File: config.mk
export PLATFORM = sky130hd
export DESIGN_NAME = eptp_vec_cell
export DESIGN_NICKNAME = d
export VERILOG_FILES = /design/src/rtl/eptp_pkg.sv /design/src/rtl/eptp_vec_cell.sv
export SDC_FILE = /design/constraint.sdc
export NUM_CORES = 1
export LEC_CHECK = 0
export BUFFER_PORTS_ARGS = -buffer_cell sky130_fd_sc_hd__buf_2
export CAP_MARGIN = 15
export CORE_ASPECT_RATIO = 1.25
export CORE_MARGIN = 2
export CORE_UTILIZATION = 42
export CTS_CLUSTER_DIAMETER = 200
export DETAILED_ROUTE_END_ITERATION = 8
export GPL_TIMING_DRIVEN = 0
export PLACE_DENSITY = 0.66
export SLEW_MARGIN = 20
export SYNTH_ARGS = -nofsm -noshare
export SYNTH_HDL_FRONTEND = slang
export SYNTH_SLANG_ARGS = --single-unit
File: constraint.sdc
create_clock -name clk -period 0.8 [get_ports clk]
set_input_delay 0 -clock clk [delete_from_list [all_inputs] [get_ports clk]]
set_output_delay 0 -clock clk [all_outputs]
set_load 0.02 [all_outputs]
File: src/rtl/eptp_pkg.sv
// ----------------------------------------------------------------------------
// eptp_pkg
// Shared types, constants and the arctangent table for the pointing unit.
// ----------------------------------------------------------------------------
package eptp_pkg;

    localparam int VW = 36;
    localparam int ZW = 34;
    localparam logic signed [VW-1:0] GAIN_Q30 = 36'sd652032874;

    localparam logic [3:0] REG_LATITUDE = 4'd0;
    localparam logic [3:0] REG_SIDEREAL = 4'd1;

    typedef struct packed {
        logic        [15:0] right_ascension;
        logic signed [15:0] declination;
    } target_t;

    typedef struct packed {
        logic signed [11:0] altitude_count;
        logic        [12:0] azimuth_count;
    } result_t;

    typedef struct packed {
        logic signed [VW-1:0] x;
        logic signed [VW-1:0] y;
        logic signed [ZW-1:0] z;
        logic                 flip;
    } rot_lane_t;

    typedef struct packed {
        logic signed [VW-1:0] x;
        logic signed [VW-1:0] y;
        logic signed [ZW-1:0] z;
        logic                 base;
        logic                 zero;
    } vec_lane_t;

    function automatic logic [31:0] arc_entry(input int unsigned i);
        logic [31:0] r;
        case (i)
            0:  r = 32'h20000000;
            1:  r = 32'h12E4051E;
            2:  r = 32'h09FB385B;
            3:  r = 32'h051111D4;
            4:  r = 32'h028B0D43;
            5:  r = 32'h0145D7E1;
            6:  r = 32'h00A2F61E;
            7:  r = 32'h00517C55;
            8:  r = 32'h0028BE53;
            9:  r = 32'h00145F2F;
            10: r = 32'h000A2F98;
            11: r = 32'h000517CC;
            12: r = 32'h00028BE6;
            13: r = 32'h000145F3;
            14: r = 32'h0000A2F9;
            15: r = 32'h0000517C;
            16: r = 32'h000028BE;
            17: r = 32'h0000145F;
            18: r = 32'h00000A2F;
            19: r = 32'h00000517;
            20: r = 32'h0000028B;
            21: r = 32'h00000145;
            22: r = 32'h000000A2;
            23: r = 32'h00000051;
            default: r = 32'h00000000;
        endcase
        return r;
    endfunction

endpackage

File: src/rtl/eptp_vec_cell.sv
// ----------------------------------------------------------------------------
// eptp_vec_cell
// One vectoring step of the CORDIC chain, with a sideband word carried along.
// ----------------------------------------------------------------------------
module eptp_vec_cell #(
    parameter int STEP   = 0,
    parameter int SIDE_W = 36
) (
    input  logic                    clk,
    input  logic                    rst_n,
    input  logic                    en,
    input  logic                    in_valid,
    input  eptp_pkg::vec_lane_t     in_lane,
    input  logic [SIDE_W-1:0]       in_side,
    output logic                    out_valid,
    output eptp_pkg::vec_lane_t     out_lane,
    output logic [SIDE_W-1:0]       out_side
);

    localparam logic signed [eptp_pkg::ZW-1:0] ARC =
        $signed({2'b00, eptp_pkg::arc_entry(STEP)});

    logic                   valid_reg;
    eptp_pkg::vec_lane_t    lane_reg;
    eptp_pkg::vec_lane_t    lane_next;
    logic [SIDE_W-1:0]      side_reg;

    always_comb
    begin
        lane_next.base = in_lane.base;
        lane_next.zero = in_lane.zero;
        if ($signed(in_lane.y) > 0)
        begin
            lane_next.x = $signed(in_lane.x) + ($signed(in_lane.y) >>> STEP);
            lane_next.y = $signed(in_lane.y) - ($signed(in_lane.x) >>> STEP);
            lane_next.z = $signed(in_lane.z) + ARC;
        end
        else
        begin
            lane_next.x = $signed(in_lane.x) - ($signed(in_lane.y) >>> STEP);
            lane_next.y = $signed(in_lane.y) + ($signed(in_lane.x) >>> STEP);
            lane_next.z = $signed(in_lane.z) - ARC;
        end
    end

    always_ff @(posedge clk or negedge rst_n)
    begin
        if (!rst_n)
        begin
            valid_reg <= 1'b0;
        end
        else if (en)
        begin
            valid_reg <= in_valid;
        end
    end

    always_ff @(posedge clk)
    begin
        if (en)
        begin
            lane_reg <= lane_next;
            side_reg <= in_side;
        end
    end

    assign out_valid = valid_reg;
    assign out_lane  = lane_reg;
    assign out_side  = side_reg;

endmodule

==> impl_results.md <==
- Initial core utilization: 43.0%
- Hold Buf Count CTS: 73
- Crit Path Category: input pin to flop
- Final setup fails: 219
- Clock latency on the worst-skew pair: 0.44 ns
- Xor and xnor area share after synthesis: 5.78%
- Final Cycle Share: 299%
- Vias in the first global route: 11,700
- Slew @ Worst Pin: 0.907 ns
- Largest net degree at the start of global routing: 108
- PnR worst setup slack: -1.59 ns
- Final hold vios: 30
- TritonCTS Buffers: 17
- Area share of and/or/nand/nor cells after synthesis: 12.3%
- Antenna Nets Post-Route: 0
- Post-DP HPWL: 32,300 um
- Area fraction of the dominant cell type after synthesis: 39.3%
- Share of post-route cells with drive strength above 1: 49.8%
- Die ar.: 0.0273 mm^2
- Failing checks: negative hold slack, negative setup slack
- Crit path time final: 2.39 ns
- Async S/R FF share, synth: 0.694%
- Clk buf depth: 2
- Initial antenna violation count: 1
- CTS Sinks: 144
- Area of the core: 0.0254 mm^2
- Layout Nets: 1,923
- Core Util, Final: 75.6%
- Ports: 293
- Reg2reg path depth: 1
- VDD IR max: 1.28 mV
- Syn avg cell area: 9.77 um^2
- IO Port Bufs: 292
- Drt wl/cell: 24.6 um
- Core Rows: 65
- DR vias: 11,800
- Die width: 148 um
- Die height: 184 um
- Clock-pin slew on the worst setup and hold paths: 0.07 ns
- Pwr Total: 0.0320 W
- CTS tree: done
- Count leader, synth: edfxtp_1
- Top cells by area, synth: edfxtp_1 (39%), ha_1 (13%), xnor2_1 (4.9%)
- Synth Area in Compound Gates: 20.6%
- Startpoint types: input pin
- Min-delay worst type: input pin to flop
- FMAX: 419 MHz
- MaxCap Viol Count: 0
- Residual DRC: 0
- Gr usage total: 32.8%
- Setup crit end kind: flop
- RSZ-0062 raised after global routing: true
- Slew Viols, Final: 0
- FF+latch count, synth: 144
- Post-Syn Nets: 1,381
- Largest family of logic cells by synthesized area: compound AO/OA/AOI/OAI gates
- Worst path required time: 1.03 ns
- Distinct cells, synth: 81
- First-pass GRT wire length: 67,600 um
- Critical path arrival: 2.62 ns
- Commonest cells in the synthesized netlist: edfxtp_1 (143), ha_1 (112), a21oi_1 (105), inv_1 (102), nor2_1 (73)
- Root buffer cell: clkbuf_16
- Diode count: 0
- Initial DRT Pass Iterations: 5
- Hold slack: -0.0368 ns
- Synthesized area: 0.0109 mm^2
- Post-synth top area cell: edfxtp_1
- CP Max Fanout: 10
- Outcome: finished, violations left
- Power per cell area: 1670 mW/mm^2
- GP Congestion: 0.964
- DRT iter0 DRCs: 869
- Total grt overflow: 0
- Post-synthesis sequential area ratio: 39.6%
- H-tree levels: 4
- Mux cell area share after synthesis: 2.21%
- Via-to-Cell Ratio: 5.87
- Layout Skew: 0 ns
- Max_slew headroom: 39.0%
- Hold path depth: 1
- WL final: 49,400 um
- Leak: 7.94 nW
- Post-synth EDFFs: 143
- Synth Area in Adders: 13.6%
- Post-Syn Instances: 1,117
- Synth-to-Final Area Change: 75.8%
- Ys flop type: edfxtp_1
- Yosys warning count: 0
## path summary, 6_finish.rpt
path | startpoint | end | slack, ns
setup / recovery | in_lane[65] | out_lane[70] | -1.59
hold / removal | en | out_lane[76] | -0.04
setup reg to reg | out_valid | out_valid | 0.01
hold reg to reg | out_valid | out_valid | 0.55
max in group asynchronous | rst_n | out_valid | 0.22
min in group asynchronous | rst_n | out_valid | 0.45
## logic make-up after synthesis
logic type	count (synthesis)
DFF	144
xor gates and xnor gates	72
buffers and inverters	156
adders and majority gates	116
muxes	24
AOI/OAI and AO/OA	339
and+or+nand+nor	266
## final cells by class
| type | count | area (um^2) |
|---|---|---|
| well taps | 335 | 419 |
| inverters | 110 | 495 |
| plain buffers | 44 | 547 |
| clock inverters | 15 | 148 |
| flip-flops and latches | 144 | 4320 |
| repair buffers | 525 | 4830 |
| clock buffers | 17 | 425 |
| multi-input cells | 817 | 8000 |
| fillers | 1676 | 6190 |
## what timing repair did
item / CTS / global route
resized for setup: 404 / 316
endpoints found under the setup margin: 220 / 221
cloned: 10 / 2
hold endpoints to repair: 111 / 38
pin swaps: 116 / 120
setup buffers: 86 / 73
## layer usage
metal / track usage (%) / routed length, um / up-vias
li1: - / - / 5176
met1: 36.4 / 17300 / 5665
met2: 59.1 / 25000 / 720
met3: 5.05 / 3730 / 212
met4: 19.2 / 3440 / 0
met5: 0 / 0 / -
## worst max-delay path: stages
cell	delay (ns)
buf_2	0.16
inv_1	0.06
ha_1	0.33
clkbuf_1	0.29
nor4_2	0.60
nand2_1	0.25
nand4b_1	0.31
a31oi_1	0.24
a31oi_1	0.07
xnor2_1	0.32
## per-stage QoR
stage | std cells | worst slack [ns] | hold slack (ns) | TNS, ns | instance area (um^2)
2_1_floorplan | 1117 | -1.50 | -0.296 | -80.26 | 11700
3_3_place_gp | 1744 | -2.48 | -0.226 | -420.94 | 13500
3_5_place_dp | 1745 | -2.36 | -0.219 | -171.12 | 13600
4_1_cts | 1944 | -1.57 | -0.0450 | -114.76 | 17500
5_1_grt | 2007 | -1.64 | -0.0344 | -126.03 | 19200
6_report | 2007 | -1.59 | -0.0368 | -119.01 | 19200
## flip-flops by register name, summed over array words and instances (netlist names)
name and flops:
out_lane 107, out_side 36, out_valid 1
## power breakdown
| part | internal (W) | switching (W) |
|---|---|---|
| clock | 0.00437 | 0.00366 |
| sequential | 0.00957 | 0.000454 |
| combinational | 0.00639 | 0.00758 |
## cell usage in the layout, fill, tap and decap left out, types with 19 or more instances in the layout
cell	n
a21oi_1	71
xnor2_1	54
buf_8	19
dlygate4sd3_1	72
o21ai_0	30
buf_6	177
buf_4	98
clkbuf_16	28
o21ai_2	22
buf_2	155
nand2_1	42
inv_1	80
o211ai_1	21
a21o_1	21
ha_1	82
edfxtp_1	143
a21oi_2	21
nor2_1	58
buf_12	19
ha_4	29
(Power assumes the default switching activity.)
