`config.mk`:
```
export PLATFORM = sky130hd
export DESIGN_NAME = eptp_rot_cell
export DESIGN_NICKNAME = d
export VERILOG_FILES = /design/src/rtl/eptp_pkg.sv /design/src/rtl/eptp_rot_cell.sv
export SDC_FILE = /design/constraint.sdc
export NUM_CORES = 1
export LEC_CHECK = 0
export BUFFER_PORTS_ARGS = -buffer_cell sky130_fd_sc_hd__buf_2
export CAP_MARGIN = 15
export CORE_AREA = 2 2 255 257
export DETAILED_ROUTE_END_ITERATION = 10
export DIE_AREA = 0 0 257 259
export PLACE_DENSITY_LB_ADDON = 0.08
export SYNTH_ARGS = -nofsm -noshare
export SYNTH_HDL_FRONTEND = slang
export SYNTH_SLANG_ARGS = --single-unit
```
`constraint.sdc`:
```
create_clock -name clk -period 1.6 [get_ports clk]
set_clock_uncertainty 0.2 [all_clocks]
set_input_delay 0.32 -clock clk [delete_from_list [all_inputs] [get_ports clk]]
set_output_delay 0.32 -clock clk [all_outputs]
set_load 0.02 [all_outputs]
```
`src/rtl/eptp_pkg.sv`:
```
// ----------------------------------------------------------------------------
// eptp_pkg
// Shared types, constants and the arctangent table for the pointing unit.
// ----------------------------------------------------------------------------
package eptp_pkg;

    localparam int VW = 36;
    localparam int ZW = 34;
    localparam logic signed [VW-1:0] GAIN_Q30 = 36'sd652032874;

    localparam logic [3:0] REG_LATITUDE = 4'd0;
    localparam logic [3:0] REG_SIDEREAL = 4'd1;

    typedef struct packed {
        logic        [15:0] right_ascension;
        logic signed [15:0] declination;
    } target_t;

    typedef struct packed {
        logic signed [11:0] altitude_count;
        logic        [12:0] azimuth_count;
    } result_t;

    typedef struct packed {
        logic signed [VW-1:0] x;
        logic signed [VW-1:0] y;
        logic signed [ZW-1:0] z;
        logic                 flip;
    } rot_lane_t;

    typedef struct packed {
        logic signed [VW-1:0] x;
        logic signed [VW-1:0] y;
        logic signed [ZW-1:0] z;
        logic                 base;
        logic                 zero;
    } vec_lane_t;

    function automatic logic [31:0] arc_entry(input int unsigned i);
        logic [31:0] r;
        case (i)
            0:  r = 32'h20000000;
            1:  r = 32'h12E4051E;
            2:  r = 32'h09FB385B;
            3:  r = 32'h051111D4;
            4:  r = 32'h028B0D43;
            5:  r = 32'h0145D7E1;
            6:  r = 32'h00A2F61E;
            7:  r = 32'h00517C55;
            8:  r = 32'h0028BE53;
            9:  r = 32'h00145F2F;
            10: r = 32'h000A2F98;
            11: r = 32'h000517CC;
            12: r = 32'h00028BE6;
            13: r = 32'h000145F3;
            14: r = 32'h0000A2F9;
            15: r = 32'h0000517C;
            16: r = 32'h000028BE;
            17: r = 32'h0000145F;
            18: r = 32'h00000A2F;
            19: r = 32'h00000517;
            20: r = 32'h0000028B;
            21: r = 32'h00000145;
            22: r = 32'h000000A2;
            23: r = 32'h00000051;
            default: r = 32'h00000000;
        endcase
        return r;
    endfunction

endpackage

```
`src/rtl/eptp_rot_cell.sv`:
```
// ----------------------------------------------------------------------------
// eptp_rot_cell
// One rotation step of the CORDIC chain, applied to three angle lanes.
// ----------------------------------------------------------------------------
module eptp_rot_cell #(
    parameter int STEP = 0
) (
    input  logic                        clk,
    input  logic                        rst_n,
    input  logic                        en,
    input  logic                        in_valid,
    input  eptp_pkg::rot_lane_t [2:0]   in_lanes,
    output logic                        out_valid,
    output eptp_pkg::rot_lane_t [2:0]   out_lanes
);

    localparam logic signed [eptp_pkg::ZW-1:0] ARC =
        $signed({2'b00, eptp_pkg::arc_entry(STEP)});

    logic                       valid_reg;
    eptp_pkg::rot_lane_t [2:0]  lanes_reg;
    eptp_pkg::rot_lane_t [2:0]  lanes_next;

    always_comb
    begin
        for (int k = 0; k < 3; k++)
        begin
            lanes_next[k].flip = in_lanes[k].flip;
            if (!in_lanes[k].z[eptp_pkg::ZW-1])
            begin
                lanes_next[k].x = $signed(in_lanes[k].x) - ($signed(in_lanes[k].y) >>> STEP);
                lanes_next[k].y = $signed(in_lanes[k].y) + ($signed(in_lanes[k].x) >>> STEP);
                lanes_next[k].z = $signed(in_lanes[k].z) - ARC;
            end
            else
            begin
                lanes_next[k].x = $signed(in_lanes[k].x) + ($signed(in_lanes[k].y) >>> STEP);
                lanes_next[k].y = $signed(in_lanes[k].y) - ($signed(in_lanes[k].x) >>> STEP);
                lanes_next[k].z = $signed(in_lanes[k].z) + ARC;
            end
        end
    end

    always_ff @(posedge clk or negedge rst_n)
    begin
        if (!rst_n)
        begin
            valid_reg <= 1'b0;
        end
        else if (en)
        begin
            valid_reg <= in_valid;
        end
    end

    always_ff @(posedge clk)
    begin
        if (en)
        begin
            lanes_reg <= lanes_next;
        end
    end

    assign out_valid = valid_reg;
    assign out_lanes = lanes_reg;

endmodule

```
==> qor.yml, run 1 <==
initial_core_util_pct: 45.0
path_max_fanout: 7
grt_pass1_wl_um: 195000
seqPwrFrac_pct: 27.6
ys_types: 88
cts_buffer_depth: 3
tightestPinTransition_ns: 0.904
finalHoldViolations: 0
post-route-min-period_ns: 2.87
synth_edf_count: 318
max_slew_margin_pct: 39.7
drt_pre_antenna_iters: 6
dpl-instance-area_um2: 43100
slowest_stage: "a21oi_1"
grt_overflow: 0
p_comb_share_pct: 48.4
top_layer_used: "met5"
grt_max_degree: 53
fillCellCount: 3988
io_pins: 647
clock_sinks: 319
ir_drop_uv: 768
synth_area_per_cell_um2: 8.82
p_leak_nw: 23.5
async_flop_share_pct: 0.313
synthFlopType: "edfxtp_1"
p_sw_mw: 15.7
met1_length_um: 54000
ant_nets: 0
rsz0062_at_grt: "true"
period_share_pct: 179
num_vias: 34977
wirelength_um: 139000
grt_pass1_vias: 33609
holdWs_ns: 0.0438
fmax_mhz: 349
coreArea_um2: 63900
path_cells: "buf_2 -> inv_1 -> ha_4 -> buf_4 -> nor3b_1 -> o31ai_1 -> a21oi_1 -> nor3_4 -> buf_4 -> or2_4 -> a31oi_4 -> a21boi_2 -> mux2i_1 -> xnor2_1"
die_h_um: 259
r2r_slack_ns: 0.66
cp.arrival_ns: 3.03
min_delay_path_depth: 3
cts_made_buffers: 40
rows: 93
yosys-top-cells-area: "edfxtp_1 33%, ha_1 14%, a21oi_1 6.8%"
yosysWarnings: 0
gp_congestion: 1.08
wl_met3_um: 12500
status: "complete, but fails checks"
crit_path_start_kind: "input pin"
avgRoutedWirePerCell_um: 22.7
yosysMostFrequentCell: "a21oi_1"
min_to: "out_lanes[246]$_DFFE_PP_"
antenna_found_initial: 22
synth_top_cell_by_area: "edfxtp_1"
reg2reg_depth: 1
r2r_end: "out_valid$_DFFE_PN0P_"
place_worst_setup_slack_ns: -1.97
violations: "setup timing"
drive_gt1_share_pct: 52.0
die_area_um2: 66600
crit_top_cell: "buf_4"
synth.cell_area_um2: 28700
stdcell_count: 6129
p_sw_share_pct: 38.1
final_nets: 5890
netlist_top_cells_count: "391 x a21oi_1, 324 x ha_1, 323 x inv_1, 318 x edfxtp_1, 246 x nor2_1"
syn_nets: 3916
cts_tree: "done"
setup_tns_ns: -182.45
drc: 0
max_cap_viol_count: 0
worstReg2RegStart: "out_valid$_DFFE_PN0P_"
post-route-util_pct: 80.9
hold_start: "in_lanes[246]"
synth_top_area_share_pct: 33.3
drt_iter0_drc: 3432
ctsRootBufferMaster: "clkbuf_16"
cp-end-kind: "register"
setup_viol: 515
h-tree-depth: 2
dpl.hpwl_um: 99900
final_cell_area_um2: 51700
io_buffers: 646
synth-seq-cells: 319
area_growth_pct: 80.0
track_usage_pct: 37.8
clkLatencyLatePin_ns: 0.58
via_per_inst: 5.71
dp_cells: 5787
internal_power_mw: 25.5
clk_pin_slew_ns: 0.06
ys_seq_area_share_pct: 33.3
power_frac_clock_pct: 24.0
p_total_mw: 41.2
cp.required_ns: 1.76
crit_type: "input pin to register"
routed-wl-met2_um: 64800
fin_ws_ns: -1.27
synth_cells: 3255
die_w_um: 257
cellPowerDensity_nw_per_um2: 797
slowest_delay_ns: 0.47
slew_viol_final: 0
hold_class: "input pin to register"
==> power groups by stage <==
| stage | combinational, mW | clock (mW) | sequential [mW] |
|---|---|---|---|
| after CTS | 18.2 | 9.79 | 11.3 |
| after detailed placement | 15.8 | 0 | 11.4 |
| after global placement | 15.7 | 0 | 11.4 |
| after global routing | 20.8 | 10.1 | 11.4 |
| after floorplan | 6.63 | 0 | 12.8 |
| final | 19.9 | 9.87 | 11.4 |
==> placed cells by master, fill, tap and decap left out, drive strengths merged, types with 17 or more instances in the layout <==
cell type    count
a2111oi         18
a211oi          48
a21o            87
a21oi          392
a31oi           34
and3            17
buf           1964
clkbuf          44
clkinv          29
dlygate4sd3    112
edfxtp         318
ha             324
inv            334
mux2i           39
nand2          164
nand2b          32
nand3           43
nand4           34
nor2           247
nor2b           47
nor3            64
nor4            21
o211ai          23
o21a            34
o21ai          209
o21bai          83
o31ai           42
or3             17
xnor2          165
xor2            46
==> flip-flops by register name, indices dropped and copies added (netlist names) <==
register and count:
out_valid 1, out_lanes 318
==> worst max-delay path: cells and delay by family <==
kind                     cells  cell delay (ns)
buffers and inverters        4             0.57
AND/OR/NAND/NOR              3             0.71
XOR/XNOR                     1             0.12
AO/OA/AOI/OAI                4             0.85
adder cells (fa/ha/maj)      1             0.24
multiplexers                 1             0.23
==> per-layer routing <==
layer  vias up  track usage (%)
li1      15711                -
met3       506             8.07
met4        12             16.7
met5         -                0
met2      1988             62.8
met1     16760             47.3
==> final cells by class <==
class | instances | area (um2) | area share [%]
Multi-Input combinational cell | 2450 | 22000 | 42.5
Sequential cell | 319 | 9570 | 18.5
Clock inverter | 33 | 377 | 0.729
Inverter | 338 | 1470 | 2.84
Tap cell | 855 | 1070 | 2.07
Clock buffer | 40 | 1000 | 1.94
Antenna cell | 14 | 35.0 | 0.0678
Timing Repair Buffer | 2080 | 16200 | 31.4
==> how the worst max path moves through the flow <==
stage,startpoint,cells past startpoint,slack (ns),endpoint
finish,in_lanes[41],14,-1.27,out_lanes[88]$_DFFE_PP_
detailed placement,in_lanes[53],15,-1.97,out_lanes[64]$_DFFE_PP_
CTS,in_lanes[44],13,-1.11,out_lanes[70]$_DFFE_PP_
global route,in_lanes[41],14,-1.24,out_lanes[88]$_DFFE_PP_
global placement,in_lanes[53],15,-1.93,out_lanes[64]$_DFFE_PP_
floorplan,in_lanes[44],11,-1.36,out_lanes[70]$_DFFE_PP_
==> logic make-up (layout without fill, tap and decap cells) <==
kind of cell               Yosys count  in the layout  share of synthesized area, %
muxes                               41             41                          1.44
and+or+nand+nor                    740            740                          12.3
adders and majority gates          336            336                          15.0
buffers and inverters              486           2491                          6.57
DFF                                319            319                          33.3
other                                0             14                             0
AOI/OAI and AO/OA                 1122           1122                          24.9
xor gates and xnor gates           211            211                          6.44
==> repair_timing <==
item,CTS,global route
gates cloned,0,1
gates resized for setup,848,298
hold endpoints to repair,129,0
buffers inserted,99,80
pin swaps,344,281
setup endpoints to repair,510,515
hold buffers,112,0
Note: power is estimated with default switching activity, not from simulation.
==> run 2, diff against run 1 <==
--- a/config.mk
+++ b/config.mk
@@ -9,6 +9,8 @@
 export CAP_MARGIN = 15
 export CORE_AREA = 2 2 255 257
+export CTS_CLUSTER_DIAMETER = 150
 export DETAILED_ROUTE_END_ITERATION = 10
 export DIE_AREA = 0 0 257 259
+export MAX_ROUTING_LAYER = met4
 export PLACE_DENSITY_LB_ADDON = 0.08
 export SYNTH_ARGS = -nofsm -noshare
==> constraint.sdc (replaced) <==
create_clock -name clk -period 1.6 [get_ports clk]
set_clock_uncertainty 0.2 [all_clocks]
set_input_delay 0.48 -clock clk [delete_from_list [all_inputs] [get_ports clk]]
set_output_delay 0.48 -clock clk [all_outputs]
set_load 0.02 [all_outputs]
==> run 2 against run 1 <==
The run still ends with setup timing left. Non-clock buffer count is 31 lower. Maximum frequency down 8.3%. Total power fell by 1.5%. Clock power decreased by 8.0%.
==> qor.yml, run 2 (same netlist as run 1, synthesis figures left out) <==
status: "complete, but fails checks"
violations: "setup timing"
drive_gt1_share_pct: 53.1
period_share_pct: 195
avgRoutedWirePerCell_um: 22.6
dpl-instance-area_um2: 43300
cp-end-kind: "register"
dpl.hpwl_um: 97600
fmax_mhz: 320
initial_core_util_pct: 45.0
max_cap_viol_count: 0
num_vias: 34656
max_slew_margin_pct: 45.2
final_cell_mix: "1156 x buf_4, 473 x buf_2, 318 x edfxtp_1, 276 x inv_1, 270 x buf_6"
tightestPinTransition_ns: 0.813
area_growth_pct: 79.8
track_usage_pct: 38.0
fin_ws_ns: -1.52
p_leak_nw: 23.5
ctsRootBufferMaster: "clkbuf_16"
grt_pass1_vias: 33914
die_area_um2: 66600
io_pins: 647
drc: 0
grt_pass1_wl_um: 192000
rsz0062_at_grt: "true"
crit_path_start_kind: "input pin"
path_max_fanout: 4
antenna_found_initial: 20
setup_viol: 525
crit_type: "input pin to register"
ir_drop_uv: 909
grt_overflow: 0
wirelength_um: 138000
clk_pin_slew_ns: 0.07
drt_pre_antenna_iters: 6
cp.required_ns: 1.76
die_h_um: 259
die_w_um: 257
clkLatencyLatePin_ns: 0.60
grt_max_degree: 70
io_buffers: 646
finalHoldViolations: 0
final_nets: 5857
cts_tree: "done"
holdWs_ns: 0.0964
cts_made_buffers: 38
cts_buffer_depth: 3
rows: 93
via_per_inst: 5.68
cp.arrival_ns: 3.29
gp_congestion: 1.04
h-tree-depth: 2
clock_sinks: 319
ant_nets: 0
slew_viol_final: 0
final_cell_area_um2: 51600
final_common_cell: "buf_4"
post-route-min-period_ns: 3.12
coreArea_um2: 63900
largest_reg_flops: 318
cellPowerDensity_nw_per_um2: 786
hold_class: "input pin to register"
drt_iter0_drc: 3268
==> run 2: area by class of cell <==
cell class / count / area [um2]
Multi-Input combinational cell: 2450 / 22200
Antenna cell: 18 / 45.0
Fill cell: 3844 / 12200
Tap cell: 855 / 1070
Clock buffer: 42 / 966
Sequential cell: 319 / 9570
Timing Repair Buffer: 2049 / 16000
Clock inverter: 28 / 287
Inverter: 338 / 1500
==> run 2: final timing paths <==
kind	startpoint	to	slack (ns)	depth (start not counted)
worst max-delay path	in_lanes[253]	out_lanes[276]$_DFFE_PP_	-1.52	14
worst min-delay path	in_lanes[137]	out_lanes[137]$_DFFE_PP_	0.1	3
worst max register to register	out_valid$_DFFE_PN0P_	out_valid$_DFFE_PN0P_	0.62	1
worst min register to register	out_valid$_DFFE_PN0P_	out_valid$_DFFE_PN0P_	0.37	1
max in group asynchronous	rst_n	out_valid$_DFFE_PN0P_	0.59	3
min in group asynchronous	rst_n	out_valid$_DFFE_PN0P_	0.51	3
==> run 2: metrics by stage <==
| stage | power, mW | instances | TNS, ns | util [%] | setup WS [ns] |
|---|---|---|---|---|---|
| CTS | 38.5 | 6034 | -247.65 | 77.1 | -1.27 |
| detailed placement | 27.3 | 5799 | -326.19 | 67.8 | -2.05 |
| floorplan | 19.5 | 3255 | -207.07 | - | -1.52 |
| global placement | 27.2 | 5799 | -322.43 | 67.8 | -2.01 |
| global route | 41.9 | 6097 | -292.18 | 80.8 | -1.61 |
| finish | 40.6 | 6099 | -275.28 | 80.8 | -1.52 |
==> run 2: timing repair <==
item	CTS	global route
hold buffers	93	0
hold endpoints to repair	92	0
setup buffers	110	71
endpoints found under the setup margin	516	524
gates resized for setup	758	465
pin swaps	345	283
==> run 2: power breakdown <==
part           internal (mW)  leakage [nW]  switching (mW)
sequential              10.8          3.12           0.609
clock                   4.97         0.603            4.11
combinational           9.31          19.8            10.8
==> run 2: layer usage <==
layer	GRT usage, %	up-vias	wire [um]
li1	-	15646	-
met1	44.6	16460	51000
met2	63.9	1963	66200
met3	5.49	587	11100
met4	18.4	0	9610
met5	-	-	0
==> run 2: critical path, stage by stage <==
cell and delay (ns):
buf_6 0.10, buf_4 0.13, ha_1 0.23, buf_4 0.17, nor2_1 0.63, a31oi_4 0.24
a31oi_4 0.26, a31oi_4 0.15, buf_6 0.16, a21boi_4 0.24, buf_6 0.15, o31ai_4 0.07
mux2i_1 0.18, xnor2_1 0.08
